==> config.mk <==
export PLATFORM = sky130hd
export DESIGN_NAME = ntc_fifo
export DESIGN_NICKNAME = d
export VERILOG_FILES = /design/src/ntc_thermistor_temperature_top_assert.svh /design/src/ntc_pkg.sv /design/src/ntc_fifo.sv
export SDC_FILE = /design/constraint.sdc
export NUM_CORES = 1
export LEC_CHECK = 0
export BUFFER_PORTS_ARGS = -buffer_cell sky130_fd_sc_hd__buf_2
export CAP_MARGIN = 20
export CORE_MARGIN = 5
export CORE_UTILIZATION = 52
export DETAILED_ROUTE_END_ITERATION = 8
export PLACE_DENSITY = 0.81
export SYNTH_ARGS = -nofsm -noshare
export SYNTH_HDL_FRONTEND = slang
export SYNTH_SLANG_ARGS = --single-unit
==> constraint.sdc <==
create_clock -name clk -period 2.8 [get_ports clk]
set_input_delay 0.56 -clock clk [delete_from_list [all_inputs] [get_ports clk]]
set_output_delay 0.56 -clock clk [all_outputs]
set_load 0.02 [all_outputs]
==> src/ntc_thermistor_temperature_top_assert.svh <==
// Assertion macros used by the top file to check this block.
`ifndef NTC_THERMISTOR_TEMPERATURE_TOP_ASSERT_SVH
`define NTC_THERMISTOR_TEMPERATURE_TOP_ASSERT_SVH

// The consequent must hold in the same cycle as the antecedent.
`define NTC_ASSERT_NOW(lbl, ante, cons) \
	lbl: assert property (@(posedge clk) disable iff (!arst_n) (ante) |-> (cons)) \
		else $error("ntc_thermistor_temperature: assertion failed");

// The consequent must hold in the cycle after the antecedent.
`define NTC_ASSERT_NEXT(lbl, ante, cons) \
	lbl: assert property (@(posedge clk) disable iff (!arst_n) (ante) |=> (cons)) \
		else $error("ntc_thermistor_temperature: assertion failed");

`endif

==> src/ntc_pkg.sv <==
package ntc_pkg;

	localparam int ADC_BITS = 12;
	localparam int ADC_MAX = (1 << ADC_BITS) - 1;
	localparam int LOG_TABLE_BITS_DEF = 8;
	localparam int LOG_FRAC = 28;
	localparam int LN2_Q24 = 11629080;
	localparam int T_MAX = 69928;
	localparam int T_MIN = -69928;
	localparam int KELVIN_OFS = 69926;
	localparam int Q_LIMIT = T_MAX + KELVIN_OFS;
	// Smallest rounded T_K*2560 plus one whose tenth runs past Q_LIMIT.
	localparam int Q10_LIMIT = (Q_LIMIT + 1) * 10;
	// Reciprocals for exact division by constants: by 100 on 15-bit values and
	// by 10 on 21-bit values.
	localparam int DIV100_RECIP = 41944;
	localparam int DIV10_RECIP = 3355444;
	// Eight-bit digits in the 48-bit dividend of the divide by 100.
	localparam int T0_DIGITS = 6;
	localparam int QDEPTH = 2;
	localparam int QPTR_BITS = $clog2(QDEPTH);

	typedef enum logic [2:0] {
		CFG_AVG_COUNT  = 3'd0,
		CFG_OPEN_THR   = 3'd1,
		CFG_BETA_CABLE = 3'd2,
		CFG_BETA_SMD   = 3'd3,
		CFG_BETA_FIX   = 3'd4
	} cfg_idx_t;

	typedef struct packed {
		logic [7:0]  avg_count;
		logic [11:0] open_threshold;
		logic [12:0] beta_cable;
		logic [12:0] beta_smd;
		logic [12:0] beta_fix;
	} cfg_t;

	typedef struct packed {
		logic [2:0]  ch;
		logic [19:0] sum;
		logic [8:0]  cnt;
		logic        open;
	} job_t;

	typedef enum logic [3:0] {
		B_IDLE,
		B_PREP1,
		B_PREP2,
		B_NORM,
		B_LOGMUL,
		B_LOGADD,
		B_DIFF,
		B_MULH,
		B_MULL,
		B_T0MUL,
		B_T0DIV,
		B_DEN,
		B_DIVQ,
		B_Q10WAIT,
		B_SAT,
		B_DONE
	} back_state_t;

	// log2(1 + i/2^lbits) in Q28 by repeated squaring; evaluated at elaboration.
	function automatic logic [28:0] log_rom_entry(input int i, input int lbits);
		logic [63:0] y;
		logic [28:0] r;
		y = (64'd1 << 30) + (64'(i) << (30 - lbits));
		r = '0;
		if (i >= (1 << lbits)) begin
			r = 29'(1) << LOG_FRAC;
		end else begin
			for (int k = 0; k < LOG_FRAC; k++) begin
				y = (y * y) >> 30;
				r = {r[27:0], 1'b0};
				if (y >= (64'd2 << 30)) begin
					y = y >> 1;
					r[0] = 1'b1;
				end
			end
		end
		return r;
	endfunction

endpackage

==> src/ntc_fifo.sv <==
module ntc_fifo (
	input  logic          clk,
	input  logic          arst_n,
	input  logic          wr,
	input  ntc_pkg::job_t wdata,
	input  logic          rd,
	output ntc_pkg::job_t rdata,
	output logic          q_full,
	output logic          q_empty
);

	ntc_pkg::job_t mem [ntc_pkg::QDEPTH];
	logic [ntc_pkg::QPTR_BITS-1:0] wp_q, rp_q;
	logic [ntc_pkg::QPTR_BITS:0]   count_q;

	assign q_full  = (count_q == (ntc_pkg::QPTR_BITS+1)'(ntc_pkg::QDEPTH));
	assign q_empty = (count_q == '0);
	assign rdata   = mem[rp_q];

	always_ff @(posedge clk) begin
		if (wr && !q_full) begin
			mem[wp_q] <= wdata;
		end
	end

	always_ff @(posedge clk or negedge arst_n) begin
		if (!arst_n) begin
			wp_q <= '0;
			rp_q <= '0;
			count_q <= '0;
		end else begin
			if (wr && !q_full) begin
				wp_q <= wp_q + 1'b1;
			end
			if (rd && !q_empty) begin
				rp_q <= rp_q + 1'b1;
			end
			count_q <= count_q + ((wr && !q_full) ? 1'b1 : 1'b0)
				- ((rd && !q_empty) ? 1'b1 : 1'b0);
		end
	end

endmodule

---- Word level (Yosys, flattened, before mapping) ----
Memory sizes are Yosys's and may differ from the RTL's.
Index checks and enable logic that the tools add are counted.
word-level totals
  bits in registers ....................... 4
  bits of input ports ..................... 37
  RAM bits ................................ 66
  memories kept ........................... 1
  output and inout bits ................... 35
cells by class
  add/sub/neg operators ................... 4
  mux-type cells .......................... 4
  equality and inequality tests ........... 1
  reductions and logical operators ........ 5
memory list
  memory  words  width  rd ports  clocked after Yosys merged registers in  wr ports  RTL line        RTL
  mem     2      33     1         0                                        1         ntc_fifo.sv:12  ntc_pkg::job_t mem [ntc_pkg::QDEPTH];
operators by type and width
  operator               count
  $mux W1                4
  $add A1 B1 Y1 const B  2
  $add A2 B1 Y2          1
  $eq A2 B2 Y1 const B   1
  $logic_and A1 B1 Y1    2
  $logic_not A1 Y1       2
  $logic_not A2 Y1       1
  $sub A2 B1 Y2          1

---- Longest topological paths before layout ----
  depth after elaboration ................. 6
  mapped depth ............................ 7

---- Least setup slack after synthesis ----
Ideal clock, no wire load.
  path kind ............................... input -> register
  start point ............................. input port wr
  end point ............................... memory mem[0][0] in the netlist's numbering, enable pin
  setup time .............................. 423 ps
  data arrival time ....................... 2049 ps
  path buffers ............................ 0
  stages on the path ...................... 2
  slack ................................... 328 ps
  required time ........................... 2377 ps
  cell sequence ........................... nand2_1 -> nor2_1
between the ends
  word-level cells in the longest chain between the ends .. 3
RTL lines
  what                           RTL line        RTL
  start: declaration             ntc_fifo.sv:4   input logic wr,
  $logic_and A1 B1 Y1            ntc_fifo.sv:21  if (wr && !q_full) begin
  $mux W1                        ntc_fifo.sv:21
  $mux W1 (not written as such)  ntc_fifo.sv:22  mem[wp_q] <= wdata;
  end: declaration               ntc_fifo.sv:12
No other way between the ends.

==> metrics.txt <==
placed inst area 3150 µm²; sequential power share 43.7%; PortBufs 71; fin crit period 2180 ps; sw frac 32.9%; Clk pwr share 18.4%; Setup crit end kind output pin; post-synthesis mux area share between 10% and 20%; mean area per synthesized cell ~23 µm²; fmax 0.458 GHz; Routed Antenna Nets 0; Horiz. Die Dim 82.5 µm; Post-synth ARST share 5.71%; status finished, final reports clean; Worst R2R End mem[0][21]; Power per Cell Area 1060 nW/µm²; number of global-route vias before repair 1356; Net Count, Synth 160; HPWL Detailed approximately 3.1 mm; first-pass iteration count of the detailed router 2; Non-Filler Instances 279; Pleak approximately 1.4 nW; vias per cell 4.75; arrival time worst endpoint 1620 ps; multi-input logic area 581 µm²; flop-to-flop setup slack between 1000 and 1500 ps; Psw 1.15 mW; Die Ht between 80 and 90 µm; postcts setup bufs 0; gr usage total 13.4%; CTS tree yes; most common cell in the netlist edfxtp_1; num ports ~70; hold crit path type in -> async; post-cts sizing count 0; row count 26; Remaining DRCs 0; compound-gate portion of the synthesized area 0%; simple-gate portion of the synthesized area 1.19%; nets 243; GRT Residual Overflow 0; synth warn 0; Setup CP Type reg -> out; max-slew violation count 0; Final Hold Vio Count 0; CP Launch Type flip-flop; CP Max Fanout 16; final setup violation count 0; RSZ-0062 raised after global routing no; actual slew at the worst max-slew pin 470 ps; top cells by area, synth edfxtp_1 (72%), mux2_4 (16%), dfrtp_1 (3.7%); area share of fa/ha/maj cells after synthesis 0.915%; gp weighted congestion 0.752; area share of the largest cell type after synthesis 72.5%; top_reg_cell synth edfxtp_1; via count 1324; IR drop worst, VDD just under 0.9 mV; Area growth, synth to finish 21.0%; proportion of layout cells with a drive suffix above 1 59.3%; CTS buffer count 9; final core utilization 64.8%; DP Cell Count 263; register area 2080 µm²; die area ~6800 µm²; count of cell types in the netlist 15; initial core utilization 53.5%; area leader, netlist edfxtp_1; antenna cells 0; cell area after layout 3310 µm²; largest net degree at the start of global routing 19; total wire length 4.30 mm; clk_lat worst skew 320 ps; post-synthesis sequential area ratio 76.2%; Pint 2.34 mW; hold_ws 34.3 ps; fill count between 300 and 400; largest family of logic cells by synthesized area multiplexers; Synth Area in XOR/XNOR 1.28%; Max Cap Viol 0; number of synthesized flops with an enable pin between 60 and 70; initial antenna violation count 0; Worst-path clk slew 70 ps; Root Buffer clkbuf_8; first-pass GRT wire length 6.42 mm; Tcrit/Tclk final 77.9%; r2r worst-path depth 4; WL per Instance between 15 and 20 µm; clk buf depth 2; hold buffer count at CTS 0; Syn Std Cell Area 2730 µm²; final setup TNS 0 ps; slew margin rel. 68.6%; H-Tree Depth 3; core footprint 5110 µm²; clk sink count 70; Required @ worst endpoint 2240 ps; most frequent cells after synthesis edfxtp_1 (66), mux2_4 (29), dfrtp_1 (4), mux2_2 (4); Clock Skew 5.67 ps; DR iter-0 viols 45; combinational power share a little under two fifths; reg2reg start count_q[1]; #FFs+latches synth 70; Post-Synthesis Cells 121
[logic make-up (layout without fill, tap and decap cells)]
logic type | after synthesis | in the layout
buf+inv | 6 | 94
mux | 33 | 33
fa+ha+maj | 2 | 2
flops | 70 | 70
xor+xnor | 4 | 4
simple gates | 6 | 6
[per-layer routing]
| metal | wire [µm] | up-vias | track usage [%] |
|---|---|---|---|
| met1 | 1600 | 654 | 14.9 |
| met4 | 65 | 0 | 7.35 |
| met2 | 2390 | 32 | 23.3 |
| li1 | - | 631 | - |
| met5 | 0 | - | 0 |
| met3 | 241 | 7 | 3.69 |
[cell type report]
| class | instances | area share (%) |
|---|---|---|
| Clock buffer | 10 | 3.86 |
| Clock inverter | 6 | 0.870 |
| Inverter | 2 | 0.227 |
| Multi-Input combinational cell | 45 | 17.5 |
| Sequential cell | 70 | 63.0 |
| Tap cell | 70 | 2.65 |
| Timing Repair Buffer | 76 | 11.9 |
[state kept, by name, summed over array words and instances, names as in the netlist]
name	flops
mem	66
count_q	2
rp_q	1
wp_q	1
[power by group through the flow]
| stage | combinational (mW) | sequential [mW] | clock (mW) |
|---|---|---|---|
| floorplan | 1.09 | 1.52 | 0 |
| global placement | 1.33 | 1.54 | 0 |
| detailed placement | 1.35 | 1.55 | 0 |
| CTS | 1.35 | 1.53 | 0.661 |
| global route | 1.41 | 1.55 | 0.705 |
| finish | 1.33 | 1.53 | 0.643 |
[how the worst max path moves through the flow]
stage | startpoint | endpoint | slack, ps | depth (start not counted)
floorplan | wr | mem[0][0] | 330 | 2
CTS | rp_q | rdata[26] | 590 | 3
global placement | wr | mem[0][8] | 950 | 4
detailed placement | wr | mem[0][27] | 920 | 4
global route | rp_q | rdata[26] | 550 | 3
finish | rp_q | rdata[26] | 620 | 3
[worst max-delay path: stages, from the launching register on]
cell	delay [ps]
dfrtp_2	460
buf_4	340
mux2_4	340
buf_2	160
[metrics by stage]
step	power [mW]	setup slack [ps]
6_report	3.50	618
5_1_grt	3.67	545
3_5_place_dp	2.90	915
3_3_place_gp	2.87	948
2_1_floorplan	2.61	328
4_1_cts	3.55	587
[placed cells by master, fill, tap and decap left out, types with 2 or more instances in the layout]
cell,synthesis,routed
buf_2,0,71
buf_4,0,5
clkbuf_8,0,9
clkinv_1,0,3
clkinv_2,0,2
dfrtp_1,4,3
edfxtp_1,66,66
ha_1,2,2
inv_1,2,2
mux2_2,4,4
mux2_4,29,29
xnor2_1,3,3
(Power assumes the default switching activity.)
