## src/ntc_thermistor_temperature_top_assert.svh

```systemverilog
// Assertion macros used by the top file to check this block.
`ifndef NTC_THERMISTOR_TEMPERATURE_TOP_ASSERT_SVH
`define NTC_THERMISTOR_TEMPERATURE_TOP_ASSERT_SVH

// The consequent must hold in the same cycle as the antecedent.
`define NTC_ASSERT_NOW(lbl, ante, cons) \
	lbl: assert property (@(posedge clk) disable iff (!arst_n) (ante) |-> (cons)) \
		else $error("ntc_thermistor_temperature: assertion failed");

// The consequent must hold in the cycle after the antecedent.
`define NTC_ASSERT_NEXT(lbl, ante, cons) \
	lbl: assert property (@(posedge clk) disable iff (!arst_n) (ante) |=> (cons)) \
		else $error("ntc_thermistor_temperature: assertion failed");

`endif

```

## src/ntc_pkg.sv

```systemverilog
package ntc_pkg;

	localparam int ADC_BITS = 12;
	localparam int ADC_MAX = (1 << ADC_BITS) - 1;
	localparam int LOG_TABLE_BITS_DEF = 8;
	localparam int LOG_FRAC = 28;
	localparam int LN2_Q24 = 11629080;
	localparam int T_MAX = 69928;
	localparam int T_MIN = -69928;
	localparam int KELVIN_OFS = 69926;
	localparam int Q_LIMIT = T_MAX + KELVIN_OFS;
	// Smallest rounded T_K*2560 plus one whose tenth runs past Q_LIMIT.
	localparam int Q10_LIMIT = (Q_LIMIT + 1) * 10;
	// Reciprocals for exact division by constants: by 100 on 15-bit values and
	// by 10 on 21-bit values.
	localparam int DIV100_RECIP = 41944;
	localparam int DIV10_RECIP = 3355444;
	// Eight-bit digits in the 48-bit dividend of the divide by 100.
	localparam int T0_DIGITS = 6;
	localparam int QDEPTH = 2;
	localparam int QPTR_BITS = $clog2(QDEPTH);

	typedef enum logic [2:0] {
		CFG_AVG_COUNT  = 3'd0,
		CFG_OPEN_THR   = 3'd1,
		CFG_BETA_CABLE = 3'd2,
		CFG_BETA_SMD   = 3'd3,
		CFG_BETA_FIX   = 3'd4
	} cfg_idx_t;

	typedef struct packed {
		logic [7:0]  avg_count;
		logic [11:0] open_threshold;
		logic [12:0] beta_cable;
		logic [12:0] beta_smd;
		logic [12:0] beta_fix;
	} cfg_t;

	typedef struct packed {
		logic [2:0]  ch;
		logic [19:0] sum;
		logic [8:0]  cnt;
		logic        open;
	} job_t;

	typedef enum logic [3:0] {
		B_IDLE,
		B_PREP1,
		B_PREP2,
		B_NORM,
		B_LOGMUL,
		B_LOGADD,
		B_DIFF,
		B_MULH,
		B_MULL,
		B_T0MUL,
		B_T0DIV,
		B_DEN,
		B_DIVQ,
		B_Q10WAIT,
		B_SAT,
		B_DONE
	} back_state_t;

	// log2(1 + i/2^lbits) in Q28 by repeated squaring; evaluated at elaboration.
	function automatic logic [28:0] log_rom_entry(input int i, input int lbits);
		logic [63:0] y;
		logic [28:0] r;
		y = (64'd1 << 30) + (64'(i) << (30 - lbits));
		r = '0;
		if (i >= (1 << lbits)) begin
			r = 29'(1) << LOG_FRAC;
		end else begin
			for (int k = 0; k < LOG_FRAC; k++) begin
				y = (y * y) >> 30;
				r = {r[27:0], 1'b0};
				if (y >= (64'd2 << 30)) begin
					y = y >> 1;
					r[0] = 1'b1;
				end
			end
		end
		return r;
	endfunction

endpackage

```

## src/ntc_front.sv

```systemverilog
module ntc_front (
	input  logic              clk,
	input  logic              arst_n,
	input  logic              take,
	input  logic [2:0]        probe_channel,
	input  logic [11:0]       adc_sample,
	input  ntc_pkg::cfg_t     cfg,
	output logic              job_push,
	output ntc_pkg::job_t     job
);

	logic [19:0] sum_q;
	logic [7:0]  cnt_q;
	logic [2:0]  gch_q;

	logic        restart;
	logic [19:0] new_sum;
	logic [7:0]  new_cnt;
	logic [7:0]  n_req;
	logic        complete;
	logic [8:0]  cnt_full;
	logic [20:0] thr_total;

	always_comb begin
		restart = (cnt_q == 8'd0) || (probe_channel != gch_q);
		new_sum = (restart ? 20'd0 : sum_q) + 20'(adc_sample);
		new_cnt = (restart ? 8'd0 : cnt_q) + 8'd1;
		n_req = (cfg.avg_count == 8'd0) ? 8'd1 : cfg.avg_count;
		complete = (new_cnt == 8'd0) || (new_cnt >= n_req);
		cnt_full = (new_cnt == 8'd0) ? 9'd256 : {1'b0, new_cnt};
		thr_total = 21'(cfg.open_threshold) * 21'(cnt_full);
		job.ch = probe_channel;
		job.sum = new_sum;
		job.cnt = cnt_full;
		job.open = {1'b0, new_sum} < thr_total;
		job_push = take && complete;
	end

	always_ff @(posedge clk or negedge arst_n) begin
		if (!arst_n) begin
			sum_q <= '0;
			cnt_q <= '0;
			gch_q <= '0;
		end else if (take) begin
			gch_q <= probe_channel;
			if (complete) begin
				sum_q <= '0;
				cnt_q <= '0;
			end else begin
				sum_q <= new_sum;
				cnt_q <= new_cnt;
			end
		end
	end

endmodule

```

## config.mk

```make
export PLATFORM = sky130hd
export DESIGN_NAME = ntc_front
export DESIGN_NICKNAME = d
export VERILOG_FILES = /design/src/ntc_thermistor_temperature_top_assert.svh /design/src/ntc_pkg.sv /design/src/ntc_front.sv
export SDC_FILE = /design/constraint.sdc
export NUM_CORES = 1
export LEC_CHECK = 0
export BUFFER_PORTS_ARGS = -buffer_cell sky130_fd_sc_hd__buf_2
export CORE_MARGIN = 4
export CORE_UTILIZATION = 50
export DETAILED_ROUTE_END_ITERATION = 8
export PLACE_DENSITY = 0.72
export REMOVE_ABC_BUFFERS = 1
export SLEW_MARGIN = 20
export SYNTH_ARGS = -nofsm -noshare
export SYNTH_HDL_FRONTEND = slang
export SYNTH_SLANG_ARGS = --single-unit
```

## constraint.sdc

```tcl
create_clock -name clk -period 17.2 [get_ports clk]
set_input_delay 2.58 -clock clk [delete_from_list [all_inputs] [get_ports clk]]
set_output_delay 2.58 -clock clk [all_outputs]
set_load 0.005 [all_outputs]
```

== After elaboration in Yosys (flattened, before gate mapping) ==
Cells that the tools add are included.
Operators by class
  divide/modulo/power cells: 0
  multipliers: 1
  $lt $le $gt $ge: 2
  bitwise operators: 0
  multiplexer cells: 6
  shifts and indexed selects: 0
  equal/unequal tests: 1
  reductions and logical operators: 6
  add/sub/neg operators: 2
Operator list (number)
  $mux 20: 2
  $logic_not 8->1: 3
  $mux 8: 3
  $lt 20x21->1: 1
  $mul 12x9->21: 1
  $add 20x12->20: 1
  $mux 9: 1
  $add 8x1->8 const B: 1
  $ge 8x8->1: 1
  $ne 3x3->1: 1
  $logic_or 1x1->1: 2
  $logic_and 1x1->1: 1
Storage, ports and cells
  word-level logic and storage cells: 21
  memories: 0
  latch bits: 0
  output and inout bits: 34
  register bits after elaboration: 31
  memory bits (read-only): 0
  input port bits: 77
  RAM bits: 0

== Logic depth before layout (Yosys ltp) ==
Gate-level depths: netlist of run 1.
  depth in word-level cells: 8
  gate-level depth with buffers: 32
  depth with buffers taken out: 31

== Worst setup path after synthesis of run 1 ==
Ideal clock, no wire load.
  kind: input -> output
  start point: in probe_channel[2]
  end point: out job[0] (netlist bit)
  required time: 14620 ps
  arrival time: 9203 ps
  stages: 27
  slack: 5417 ps
  buffers on the path: 1
  cell sequence: xor2_1 -> nor3_2 -> and2_1 -> ha_1 -> o211ai_1 -> a211oi_2 -> clkbuf_1 -> and2_1 -> fa_1 -> fa_1 -> fa_1 -> inv_1 -> fa_1 -> inv_1 -> ha_1 -> and3_1 -> a221oi_1 -> nor2_1 -> a21oi_1 -> o31ai_1 -> o41ai_1 -> xor2_1 -> ha_1 -> a21oi_1 -> nand2_1 -> or4_1 -> o211ai_1
RTL lines
  from (decl): line ntc_front.sv:5  | input logic [2:0] probe_channel,
  to (decl): line ntc_front.sv:9  | output ntc_pkg::job_t job

==> impl_results.md, run 1 <==
* Max VDD drop at about 47 uV
* Synth Cell Area at approximately 0.0064 mm2
* Final hold violations at 0
* Total track usage at 21.6%
* Slew HR at a little over a third
* RSZ-0062 raised after global routing: no
* Synth top area share at around 22%
* I/O Buffers at approximately 70
* Reg2reg start: gch_q[2]
* Clk pwr share at approximately 28%
* Power, Total at approximately 0.29 mW
* CTS buffer count at 5
* Slowest cell delay on critical path at between 0.5 and 0.6 ns
* Antenna-violating nets left at 0
* Pwr Density at roughly 40 mW/mm2
* Int Pwr at between 0.15 and 0.2 mW
* MaxCap Viol Count at 0
* Clock Tree Buf Depth at 2
* Wire length per cell at about 15 um
* Most common cell after layout, fill and taps aside: inv_1
* DR vias/cell at about 5.4
* Starting density of the core at approximately half
* Slew @ Worst Pin at 0.968 ns
* Design Area, Final at 0.00709 mm2
* PnR worst setup slack at between 4 and 5 ns
* Switching share of power at 37.0%
* FF+latch count, synth at 31
* Yosys warns at 0
* Cell Rows at between 40 and 50
* DR DRC count at 0
* Vias in the first global route at ~5300
* Clock-pin slew on the worst setup and hold paths at 0.05 ns
* # diodes at 0
* Hold_sp: sum_q[2]
* Drt initial violations at 284
* Crit path launch: probe_channel[2]
* CTS tree: built
* Grt ovf at 0
* Global-route wire length before repair at roughly 26000 um
* Status: finished, final reports clean
* H-tree Lvls at 2
* Die W at 122 um
* I/O pin total at 111
* CTS Hold Bufs at 0
* Layout Skew at about 0.0041 ns
* Max-slew violations at 0
* Tmin final at ~13 ns
* Die H at approximately 120 um
* Initial antenna violation count at 0
* Layout Cells excl Fill at 1005
* Crit path top cell by count: fa_1
* Register area share after synthesis at between 10% and 20%
* Slowest cell on the critical path: fa_1
* Comb power frac at between 40% and 50%
* Post-synth EDFFs at 0
* # setup viols final at 0
* Gpl congestion at roughly 0.85
* Req. time, crit path at approximately 15 ns
* Pre-CTS setup slack at ~4.2 ns
* Worst Setup Start Kind: primary input
* Via count at between 5000 and 6000
* Tcrit/Tclk final at 76.2%
* Drt pass-1 iters at 5
* Leak Pwr at between 3 and 4 nW
* Placed cell area at a little under 0.007 mm2
* Synth top area cells: fa_1, ha_1, dfrtp_1, inv_1, and2_1
* Fmax at about 76 MHz
* Cells after DPL at roughly 1000
* DP HPWL at 11900 um
* Critical path class: in2out
* Placeable Area at around 0.013 mm2
* Clk_lat worst skew at approximately 0.27 ns
* Sequential share of power at 28.3%
* Routed wire length at approximately 15000 um
* Post-Syn Instances at between 700 and 800
* Ys flop type: dfrtp_1
* P_sw at roughly 0.11 mW
* Synth cell types at 64
* CTS Sinks at 31
* Hold crit path type: reg2reg
* Synth Area per Inst at between 8 and 9 um2
* Most area-hungry cell type in the Yosys netlist: fa_1
* Die area at around 0.015 mm2
* Share of layout cells above drive strength 1 at around an eighth
* WP data arrival at 10.53 ns
* Largest net degree at the start of global routing at 42
* CP Max Fanout at 16
* Syn-to-layout area delta at 10.0%
* Post-CTS Setup Inserts at 0
* Post-synth ARST share at 100%
* Setup TNS Final at 0 ns
* Final nets at 1064
* Resized cells post-CTS at 0
* CTS Root Cell: clkbuf_16
* CP Capture Type: primary output
* Commonest non-fill, non-tap cells in the layout: inv_1, ha_1, fa_1
## kinds of logic after synthesis
group                    Yosys count  synth area share [%]
AO/OA/AOI/OAI                    131                  13.7
XOR/XNOR                          41                  5.57
adder cells (fa/ha/maj)          153                  38.1
buffers and inverters            159                  9.67
flip-flops                        31                  12.0
multiplexers                       5                 0.835
AND/OR/NAND/NOR                  255                  20.1
## power groups by stage
stage | logic, mW | clock network, mW | registers, mW
after floorplan | 0.0829 | 0 | 0.0820
after global placement | 0.123 | 0 | 0.0825
after detailed placement | 0.125 | 0 | 0.0827
after CTS | 0.126 | 0.0828 | 0.0816
after global routing | 0.144 | 0.0858 | 0.0821
final | 0.126 | 0.0810 | 0.0817
## metrics by stage
stage	hold slack [ns]	utilization, %
6_report	0.476	56.2
5_1_grt	0.512	56.2
4_1_cts	0.481	56.2
3_5_place_dp	0.469	55.2
3_3_place_gp	0.463	55.2
2_1_floorplan	0.447	-
## layer usage
metal  share of wire [%]  GRT usage (%)  vias to the layer above  wire length (um)
met3                 5.2           2.69                        6               795
met5                   0              0                        -                 0
li1                    -              -                     2659                 -
met2                  47           35.0                      128              7100
met4                0.63           2.66                        0                95
met1                  47           32.0                     2618              7180
## registers in the layout, indices dropped and copies added (netlist names)
signal	count
sum_q	20
cnt_q	8
gch_q	3
## path summary, 6_finish.rpt
| kind | end | slack, ns | depth (start not counted) |
|---|---|---|---|
| worst min-delay path | sum_q[2] | 0.48 | 1 |
| worst min register to register | sum_q[2] | 0.48 | 1 |
| min in group asynchronous | gch_q[2] | 2.37 | 1 |
| max in group asynchronous | sum_q[6] | 14.36 | 1 |
| worst max-delay path | job[0] | 4.09 | 33 |
| worst max register to register | sum_q[14] | 12.11 | 17 |
## worst max-delay path, delay by kind of cell
kind / cells / cell delay [ns]
xor gates and xnor gates: 2 / 0.39
and+or+nand+nor: 8 / 2.10
adders and majority gates: 7 / 2.95
buffers and inverters: 6 / 0.70
AOI/OAI and AO/OA: 10 / 1.80
## synthesized netlist by cell type, types with 3 or more instances
master,instances
a211o_1,4
a211oi_1,8
a21o_1,11
a21oi_1,22
a31oi_1,6
and2_1,62
and3_1,10
buf_1,6
buf_2,6
buf_4,3
clkbuf_1,13
dfrtp_1,31
fa_1,72
ha_1,81
inv_1,130
mux2_2,3
nand2_1,70
nand2b_1,5
nand3_1,21
nand4_1,6
nor2_1,50
nor2b_1,5
nor3_1,8
nor4_1,3
o211ai_1,6
o21a_1,5
o21ai_0,10
o21ai_1,23
o21bai_1,4
o22ai_1,3
o2bb2ai_1,5
o31ai_1,5
or3_1,5
xnor2_1,25
xor2_1,16
## cell type report
cell class	instances	area, um2
tap	172	215
clock buffer	6	129
multi-input combinational	585	5050
timing repair buffer	81	430
fill	1229	5530
sequential	31	776
inverter	130	488
Note: power is estimated with default switching activity, not from simulation.
==> run 2, diff against run 1 <==
- ABC_AREA: unset -> 1
- PLACE_DENSITY: 0.72 -> 0.75
- clock period: 17.2 -> 10.7 ns (I/O delays scaled with it)
==> run 2 against run 1 <==
Net effect:
- non-clock buffer count increased by 5
- sequential share of layout area decreased by 0.20 points
- combinational power increased by 14%
- utilization increased by 1.0 points
- count of clock-buffer cells in the layout increased by 1
- routed wire length decreased by 4.5%
- design area increased by 1.8%
- worst setup slack got worse by 3.5 ns
- clock power increased by 69%
- area after synthesis increased by 0.25%
- worst hold slack improved by 0.036 ns
- highest routed layer unchanged
==> impl_results.md, run 2 <==
* Design Area, Final at 0.00722 mm2 (+1.8%)
* Fmax at about 99 MHz
* Final hold violations at 0 (unchanged)
* H-tree Lvls at 2 (unchanged)
* Fill cell count at 1248 (+1.5%)
* Pwr Density at 56.6 mW/mm2 (+39%)
* Critical path class: in2out
* Crit path launch: probe_channel[1]
* Die W at 122 um (+0.12%)
* Die area at 0.0148 mm2 (+0.23%)
* DR vias/cell at 5.04 (-6.5%)
* Comb power frac at 35.2% (-8.5 points)
* Largest net degree at the start of global routing at 48 (+14%)
* CTS buffer count at 5 (unchanged)
* Req. time, crit path at 9.10 ns (-5.52 ns)
* Status: finished, final reports clean
* Clk_lat worst skew at 0.27 ns (about the same)
* I/O Buffers at 71 (unchanged)
* Slowest cell on the critical path: fa_1
* Synth top area cells: fa_1, ha_1, dfrtp_1, inv_1, nand2_1
* Global-route wire length before repair at 24900 um (-4.4%)
* P_sw at 0.143 mW (+34%)
* Slowest cell delay on critical path at 0.54 ns (-0.04 ns)
* Max-slew violations at 0 (unchanged)
* Hold crit path type: reg2reg
* Reg2Reg Setup Slack at 6.81 ns (-5.30 ns)
* Grt ovf at 0 (unchanged)
* Crit path max-delay family: adder cells
* Gpl congestion at 0.885 (+3.9%)
* DP HPWL at 12300 um (+3.5%)
* Crit path top cell by count: nand2_1
* MaxCap Viol Count at 0 (unchanged)
* Max VDD drop at 58.6 uV (+25%)
* PnR worst setup slack at 0.585 ns (-3.51 ns)
* Most common cell after layout, fill and taps aside: inv_1
* RSZ-0062 raised after global routing: no
* Largest register FFs at 20 (unchanged)
* Switching share of power at 35.0% (-2.0 points)
* Post-synth ARST share at 100% (unchanged)
* Int Pwr at 0.265 mW (+46%)
* Area of the multi-input gates at 0.00484 mm2 (-4.1%)
* Post-synthesis adder-cell area fraction at 38.0% (-0.096 points)
* Wire length per cell at 12.7 um (-16%)
* Register area share after synthesis at 12.0% (-0.030 points)
* Via count at 5730 (+5.9%)
* CTS Root Cell: clkbuf_16
* Commonest non-fill, non-tap cells in the layout: inv_1, nand2_1, nor2_1
* Hold Path Stages at 2 (+1)
* Top cells by count, synth: inv_1, nand2_1, nor2_1, ha_1, fa_1
* # setup viols final at 0 (unchanged)
* Cell with the most instances after synthesis: inv_1
* Largest family of logic cells by synthesized area: adder cells
* Slew @ Worst Pin at 0.934 ns (-0.0340 ns)
* Post-Synth Simple-Gate Area at 23.0% (+2.9 points)
* CTS Sinks at 31 (unchanged)
* CP Capture Type: primary output
* Synth Area per Inst at 7.28 um2 (-13%)
* DR DRC count at 0 (unchanged)
* Vias in the first global route at 5596 (+6.2%)
* Tmin final at slightly above 10 ns
* Most flops, register: sum_q
* Post-synth EDFFs at 0 (unchanged)
* Total track usage at 20.5% (-1.1 points)
* Reg2reg start: cnt_q[3]
* Post-synthesis xor/xnor area fraction at 3.80% (-1.8 points)
* I/O pin total at 111 (unchanged)
* WP data arrival at 8.51 ns (-2.02 ns)
* Clock Tree Buf Depth at 2 (unchanged)
* Hold EP: sum_q[9]
* Ys flop type: dfrtp_1
* Post-Syn Instances at 888 (+15%)
* Syn-to-layout area delta at 11.7%
* Mux share of post-synthesis cell area at 0% (-0.83 points)
* Antenna-violating nets left at 0 (unchanged)
* Crit path buffers/inverters at 7 (+1)
* Routed wire length at 14500 um (-4.5%)
* CP Max Fanout at 10 (-6)
* Share of layout cells above drive strength 1 at 13.1% (+1.3 points)
* Drt initial violations at 290 (+2.1%)
* Die H at 122 um (+0.12%)
* Synth Area in Compound Gates at 9.86% (-3.8 points)
* Leak Pwr at 4.18 nW (+11%)
* Placeable Area at 0.0126 mm2 (unchanged)
* Cell Rows at 41 (unchanged)
* # diodes at 0 (unchanged)
* Yosys warns at 0 (unchanged)
* Regs by FF count: sum_q: 20 flops, cnt_q: 8 flops, gch_q: 3 flops
* FF+latch count, synth at 31 (unchanged)
* Tcrit/Tclk final at 94.5%
* Synth cell types at 43 (-33%)
* Synth Cell Area at 0.00646 mm2 (+0.25%)
* Starting density of the core at 51.2% (+0.13 points)
* CTS Hold Bufs at 0 (unchanged)
* Clk pwr share at 33.4% (+5.4 points)
* Synth top area share at 22.3% (-0.056 points)
* R2R depth at 19 (+2)
* Slew HR at 37.8% (+2.4 points)
* Register area at 776 um2 (unchanged)
* Drt pass-1 iters at 5 (unchanged)
* Pre-CTS setup slack at 0.103 ns (-4.11 ns)
* R2r endpoint: sum_q[12]
* Sequential share of power at 31.3% (+3.0 points)
* Hold_sp: sum_q[9]
* Initial antenna violation count at 0 (unchanged)
* CTS tree: built
* Clock-pin slew on the worst setup and hold paths at 0.05 ns (about the same)
* Setup TNS Final at 0 ns (unchanged)
* Layout Skew at 0.00365 ns (-0.000500 ns)
* Placed cell area at 0.00704 mm2 (+1.2%)
* Worst Setup Start Kind: primary input
* Most area-hungry cell type in the Yosys netlist: fa_1
* Final nets at 1195 (+12%)
[run 2: worst max path at each step]
stage | depth (start not counted) | end
after detailed placement | 40 | job[0]
after floorplan | 37 | job[0]
after global placement | 40 | job[0]
final | 40 | job[0]
after global routing | 40 | job[0]
after CTS | 40 | job[0]
[run 2: kinds of logic (layout without fill, tap and decap cells)]
family | Yosys count | after routing
adders and majority gates | 153 | 153
xor gates and xnor gates | 28 | 28
and+or+nand+nor | 355 | 355
DFF | 31 | 31
buffers and inverters | 223 | 301
AOI/OAI and AO/OA | 98 | 98
[run 2: area by class of cell]
| class | instances | share of cell area, % |
|---|---|---|
| clock buffers | 7 | 1.84 |
| multi-input cells | 634 | 67.1 |
| well taps | 172 | 2.98 |
| flip-flops and latches | 31 | 10.7 |
| repair buffers | 86 | 6.48 |
| inverters | 207 | 10.8 |
| clock inverters | 1 | 0.0693 |
[run 2: timing repair]
action                                  4_1_cts  5_1_grt
resized for setup                             0       10
setup buffers                                 0        2
endpoints found under the setup margin        0        1
[run 2: worst min-delay path: stages (launching register included)]
cell     delay [ns]
dfrtp_1        0.32
inv_1          0.05
o21ai_1        0.11
[run 2: metal layers]
| metal | track usage, % | share of wire, % |
|---|---|---|
| met3 | 2.74 | 3.9 |
| met4 | 5.04 | 1.5 |
| met1 | 27.3 | 45 |
| met5 | 0 | 0 |
| met2 | 35.3 | 49 |
[run 2: power by group through the flow]
| stage | clock network (mW) | logic, mW | registers, mW |
|---|---|---|---|
| floorplan | 0 | 0.0942 | 0.129 |
| global placement | 0 | 0.141 | 0.130 |
| detailed placement | 0 | 0.144 | 0.130 |
| CTS | 0.138 | 0.145 | 0.128 |
| global route | 0.145 | 0.166 | 0.129 |
| finish | 0.137 | 0.144 | 0.128 |
[run 2: per-stage QoR]
step / hold slack [ns] / std cells / total power, mW / utilization (%)
after floorplan: 0.474 / 872 / 0.224 / -
after global placement: 0.489 / 1128 / 0.271 / 55.8
after detailed placement: 0.497 / 1128 / 0.274 / 55.8
after CTS: 0.509 / 1136 / 0.411 / 56.9
after global routing: 0.519 / 1138 / 0.440 / 57.2
final: 0.512 / 1138 / 0.409 / 57.2
==> run 3, diff against run 2 <==
- CORE_UTILIZATION: 50 -> 45
- PLACE_DENSITY: 0.75 -> 0.69
==> run 3 against run 2 <==
Net effect:
- clock skew grew 0.00079 ns
- global-route usage shrank 1.0 points
- sequential share of layout area is essentially flat
- sequential power is essentially flat
- design area grew 0.12%
- critical path depth is the same
- final cell count grew 0.44%
- largest power group unchanged
- largest cell class unchanged
- utilization shrank 5.5 points
==> impl_results.md, run 3 (synthesized netlist as in run 2, its figures left out) <==
* # setup viols final at 0 (unchanged)
* Int Pwr at 0.270 mW (+1.7%)
* Max-slew violations at 0 (unchanged)
* Grt ovf at 0 (unchanged)
* CP Max Fanout at 10 (unchanged)
* Post-CTS Setup Inserts at 0 (unchanged)
* CTS Sinks at 31 (unchanged)
* Critical path class: in2out
* Most flops, register: sum_q
* Reg2Reg Setup Slack at 6.69 ns (-0.12 ns)
* CP Capture Type: primary output
* Share of layout cells above drive strength 1 at 13.2% (+0.041 points)
* Wire length per cell at 13.2 um (+3.7%)
* Die W at 128 um (+5.1%)
* Hold EP: sum_q[6]
* DR DRC count at 0 (unchanged)
* Fill cell count at 1432 (+15%)
* Clock-pin slew on the worst setup and hold paths at 0.05 ns (about the same)
* Initial antenna violation count at 0 (unchanged)
* RSZ-0062 raised after global routing: no
* Reg2reg start: gch_q[1]
* Status: finished, final reports clean
* Via count at 5684 (-0.80%)
* Leak Pwr at 4.18 nW (about the same)
* Cell Rows at 43 (+4.9%)
* CTS tree: built
* CTS Hold Bufs at 0 (unchanged)
* I/O Buffers at 71 (unchanged)
* P_sw at 0.145 mW (+1.1%)
* Setup TNS Final at 0 ns (unchanged)
* Slew @ Worst Pin at 0.960 ns (+0.0267 ns)
* Syn-to-layout area delta at 11.9%
* Gpl congestion at 0.861 (-2.7%)
* Most common cell after layout, fill and taps aside: inv_1
* CTS buffer count at 5 (unchanged)
* Layout Skew at 0.00443 ns (+0.000788 ns)
* Tmin final at 10.12 ns (+0.00402 ns)
* Fmax at 98.8 MHz (about the same)
* Die H at 128 um (+5.1%)
* MaxCap Viol Count at 0 (unchanged)
* Hold crit path type: reg2reg
* Vias in the first global route at 5655 (+1.1%)
* Placeable Area at 0.0140 mm2 (+11%)
* DP HPWL at 12700 um (+2.9%)
* Req. time, crit path at 9.10 ns (about the same)
* Slowest cell on the critical path: fa_1
* Drt pass-1 iters at 5 (unchanged)
* Crit path top cell by count: nand2_1
* Hold_sp: sum_q[6]
* Drt initial violations at 308 (+6.2%)
* Routed wire length at 15100 um (+4.1%)
* Starting density of the core at 46.2% (-5.0 points)
* Global-route wire length before repair at 26300 um (+5.6%)
* Final nets at 1193 (-0.17%)
* Clk_lat worst skew at 0.28 ns (about the same)
* Pwr Density at 57.4 mW/mm2 (+1.4%)
* Largest register FFs at 20 (unchanged)
* Hold Path Stages at 2 (unchanged)
* Die area at 0.0163 mm2 (+10%)
* Tcrit/Tclk final at 94.6% (about the same)
* DR vias/cell at 4.97 (-1.2%)
* Regs by FF count: sum_q: 20 flops, cnt_q: 8 flops, gch_q: 3 flops
* Max VDD drop at 47.4 uV (-19%)
* Slew HR at 36.0% (-1.8 points)
* Clock Tree Buf Depth at 2 (unchanged)
* Antenna-violating nets left at 0 (unchanged)
* Largest net degree at the start of global routing at 48 (unchanged)
* Resized cells post-CTS at 0 (unchanged)
* H-tree Lvls at 2 (unchanged)
* Clk pwr share at 34.4% (+1.0 points)
* Sequential share of power at 30.9% (-0.4 points)
* R2r endpoint: sum_q[14]
* Commonest non-fill, non-tap cells in the layout: inv_1, nand2_1, nor2_1
* Comb power frac at 34.7% (-0.5 points)
* Switching share of power at 34.9% (-0.12 points)
* WP data arrival at 8.51 ns (about the same)
* Hold Slack at 0.509 ns (-0.00284 ns)
* R2R depth at 20 (+1)
* # diodes at 0 (unchanged)
* Slowest cell delay on critical path at 0.53 ns (about the same)
* I/O pin total at 111 (unchanged)
* Total track usage at 19.4% (-1.0 points)
* Final hold violations at 0 (unchanged)
* Worst Setup Start Kind: primary input
* CTS Root Cell: clkbuf_16
==> run 3: stage by stage <==
| stage | total power [mW] | utilization [%] | std cells | cell area [um2] | setup slack [ns] |
|---|---|---|---|---|---|
| 2_1_floorplan | 0.224 | - | 872 | 6370 | 0.534 |
| 3_3_place_gp | 0.272 | 50.4 | 1136 | 7050 | 0.281 |
| 3_5_place_dp | 0.275 | 50.4 | 1136 | 7050 | 0.196 |
| 4_1_cts | 0.419 | 51.4 | 1143 | 7200 | 0.158 |
| 5_1_grt | 0.446 | 51.7 | 1143 | 7230 | 0.00959 |
| 6_report | 0.415 | 51.7 | 1143 | 7230 | 0.581 |
==> run 3: routing by layer <==
metal / up-vias / wire length, um / GRT usage [%]
met5: - / 0 / 0
met4: 0 / 206 / 3.68
met3: 19 / 639 / 2.75
met2: 109 / 7540 / 33.4
met1: 2676 / 6700 / 26.4
li1: 2880 / - / -
==> run 3: final cells by class <==
class | instances | area, um2 | area share (%)
inverter | 207 | 779 | 10.8
sequential | 31 | 776 | 10.7
multi-input combinational | 634 | 4850 | 67.1
timing repair buffer | 84 | 453 | 6.27
clock buffer | 6 | 139 | 1.92
tap | 180 | 225 | 3.12
clock inverter | 1 | 5.00 | 0.0693
==> run 3: worst max-delay path: cells and delay by family <==
| family | cells | cell delay (ns) |
|---|---|---|
| adder cells (fa/ha/maj) | 7 | 2.75 |
| AND/OR/NAND/NOR | 14 | 1.78 |
| AO/OA/AOI/OAI | 11 | 1.61 |
| buffers and inverters | 7 | 0.62 |
| XOR/XNOR | 1 | 0.15 |
==> run 3: how the worst max path moves through the flow <==
stage | depth (start not counted) | end | startpoint
final | 40 | job[0] | probe_channel[1]
after global routing | 40 | job[0] | probe_channel[1]
after CTS | 40 | job[0] | probe_channel[1]
after detailed placement | 40 | job[0] | probe_channel[1]
after global placement | 40 | job[0] | probe_channel[1]
after floorplan | 37 | job[0] | probe_channel[1]
==> run 3: power by group through the flow <==
stage	Clock, mW	Sequential [mW]	Combinational, mW
after detailed placement	0	0.130	0.145
after global placement	0	0.130	0.142
after CTS	0.146	0.128	0.145
after global routing	0.148	0.129	0.169
after floorplan	0	0.129	0.0942
final	0.143	0.128	0.144
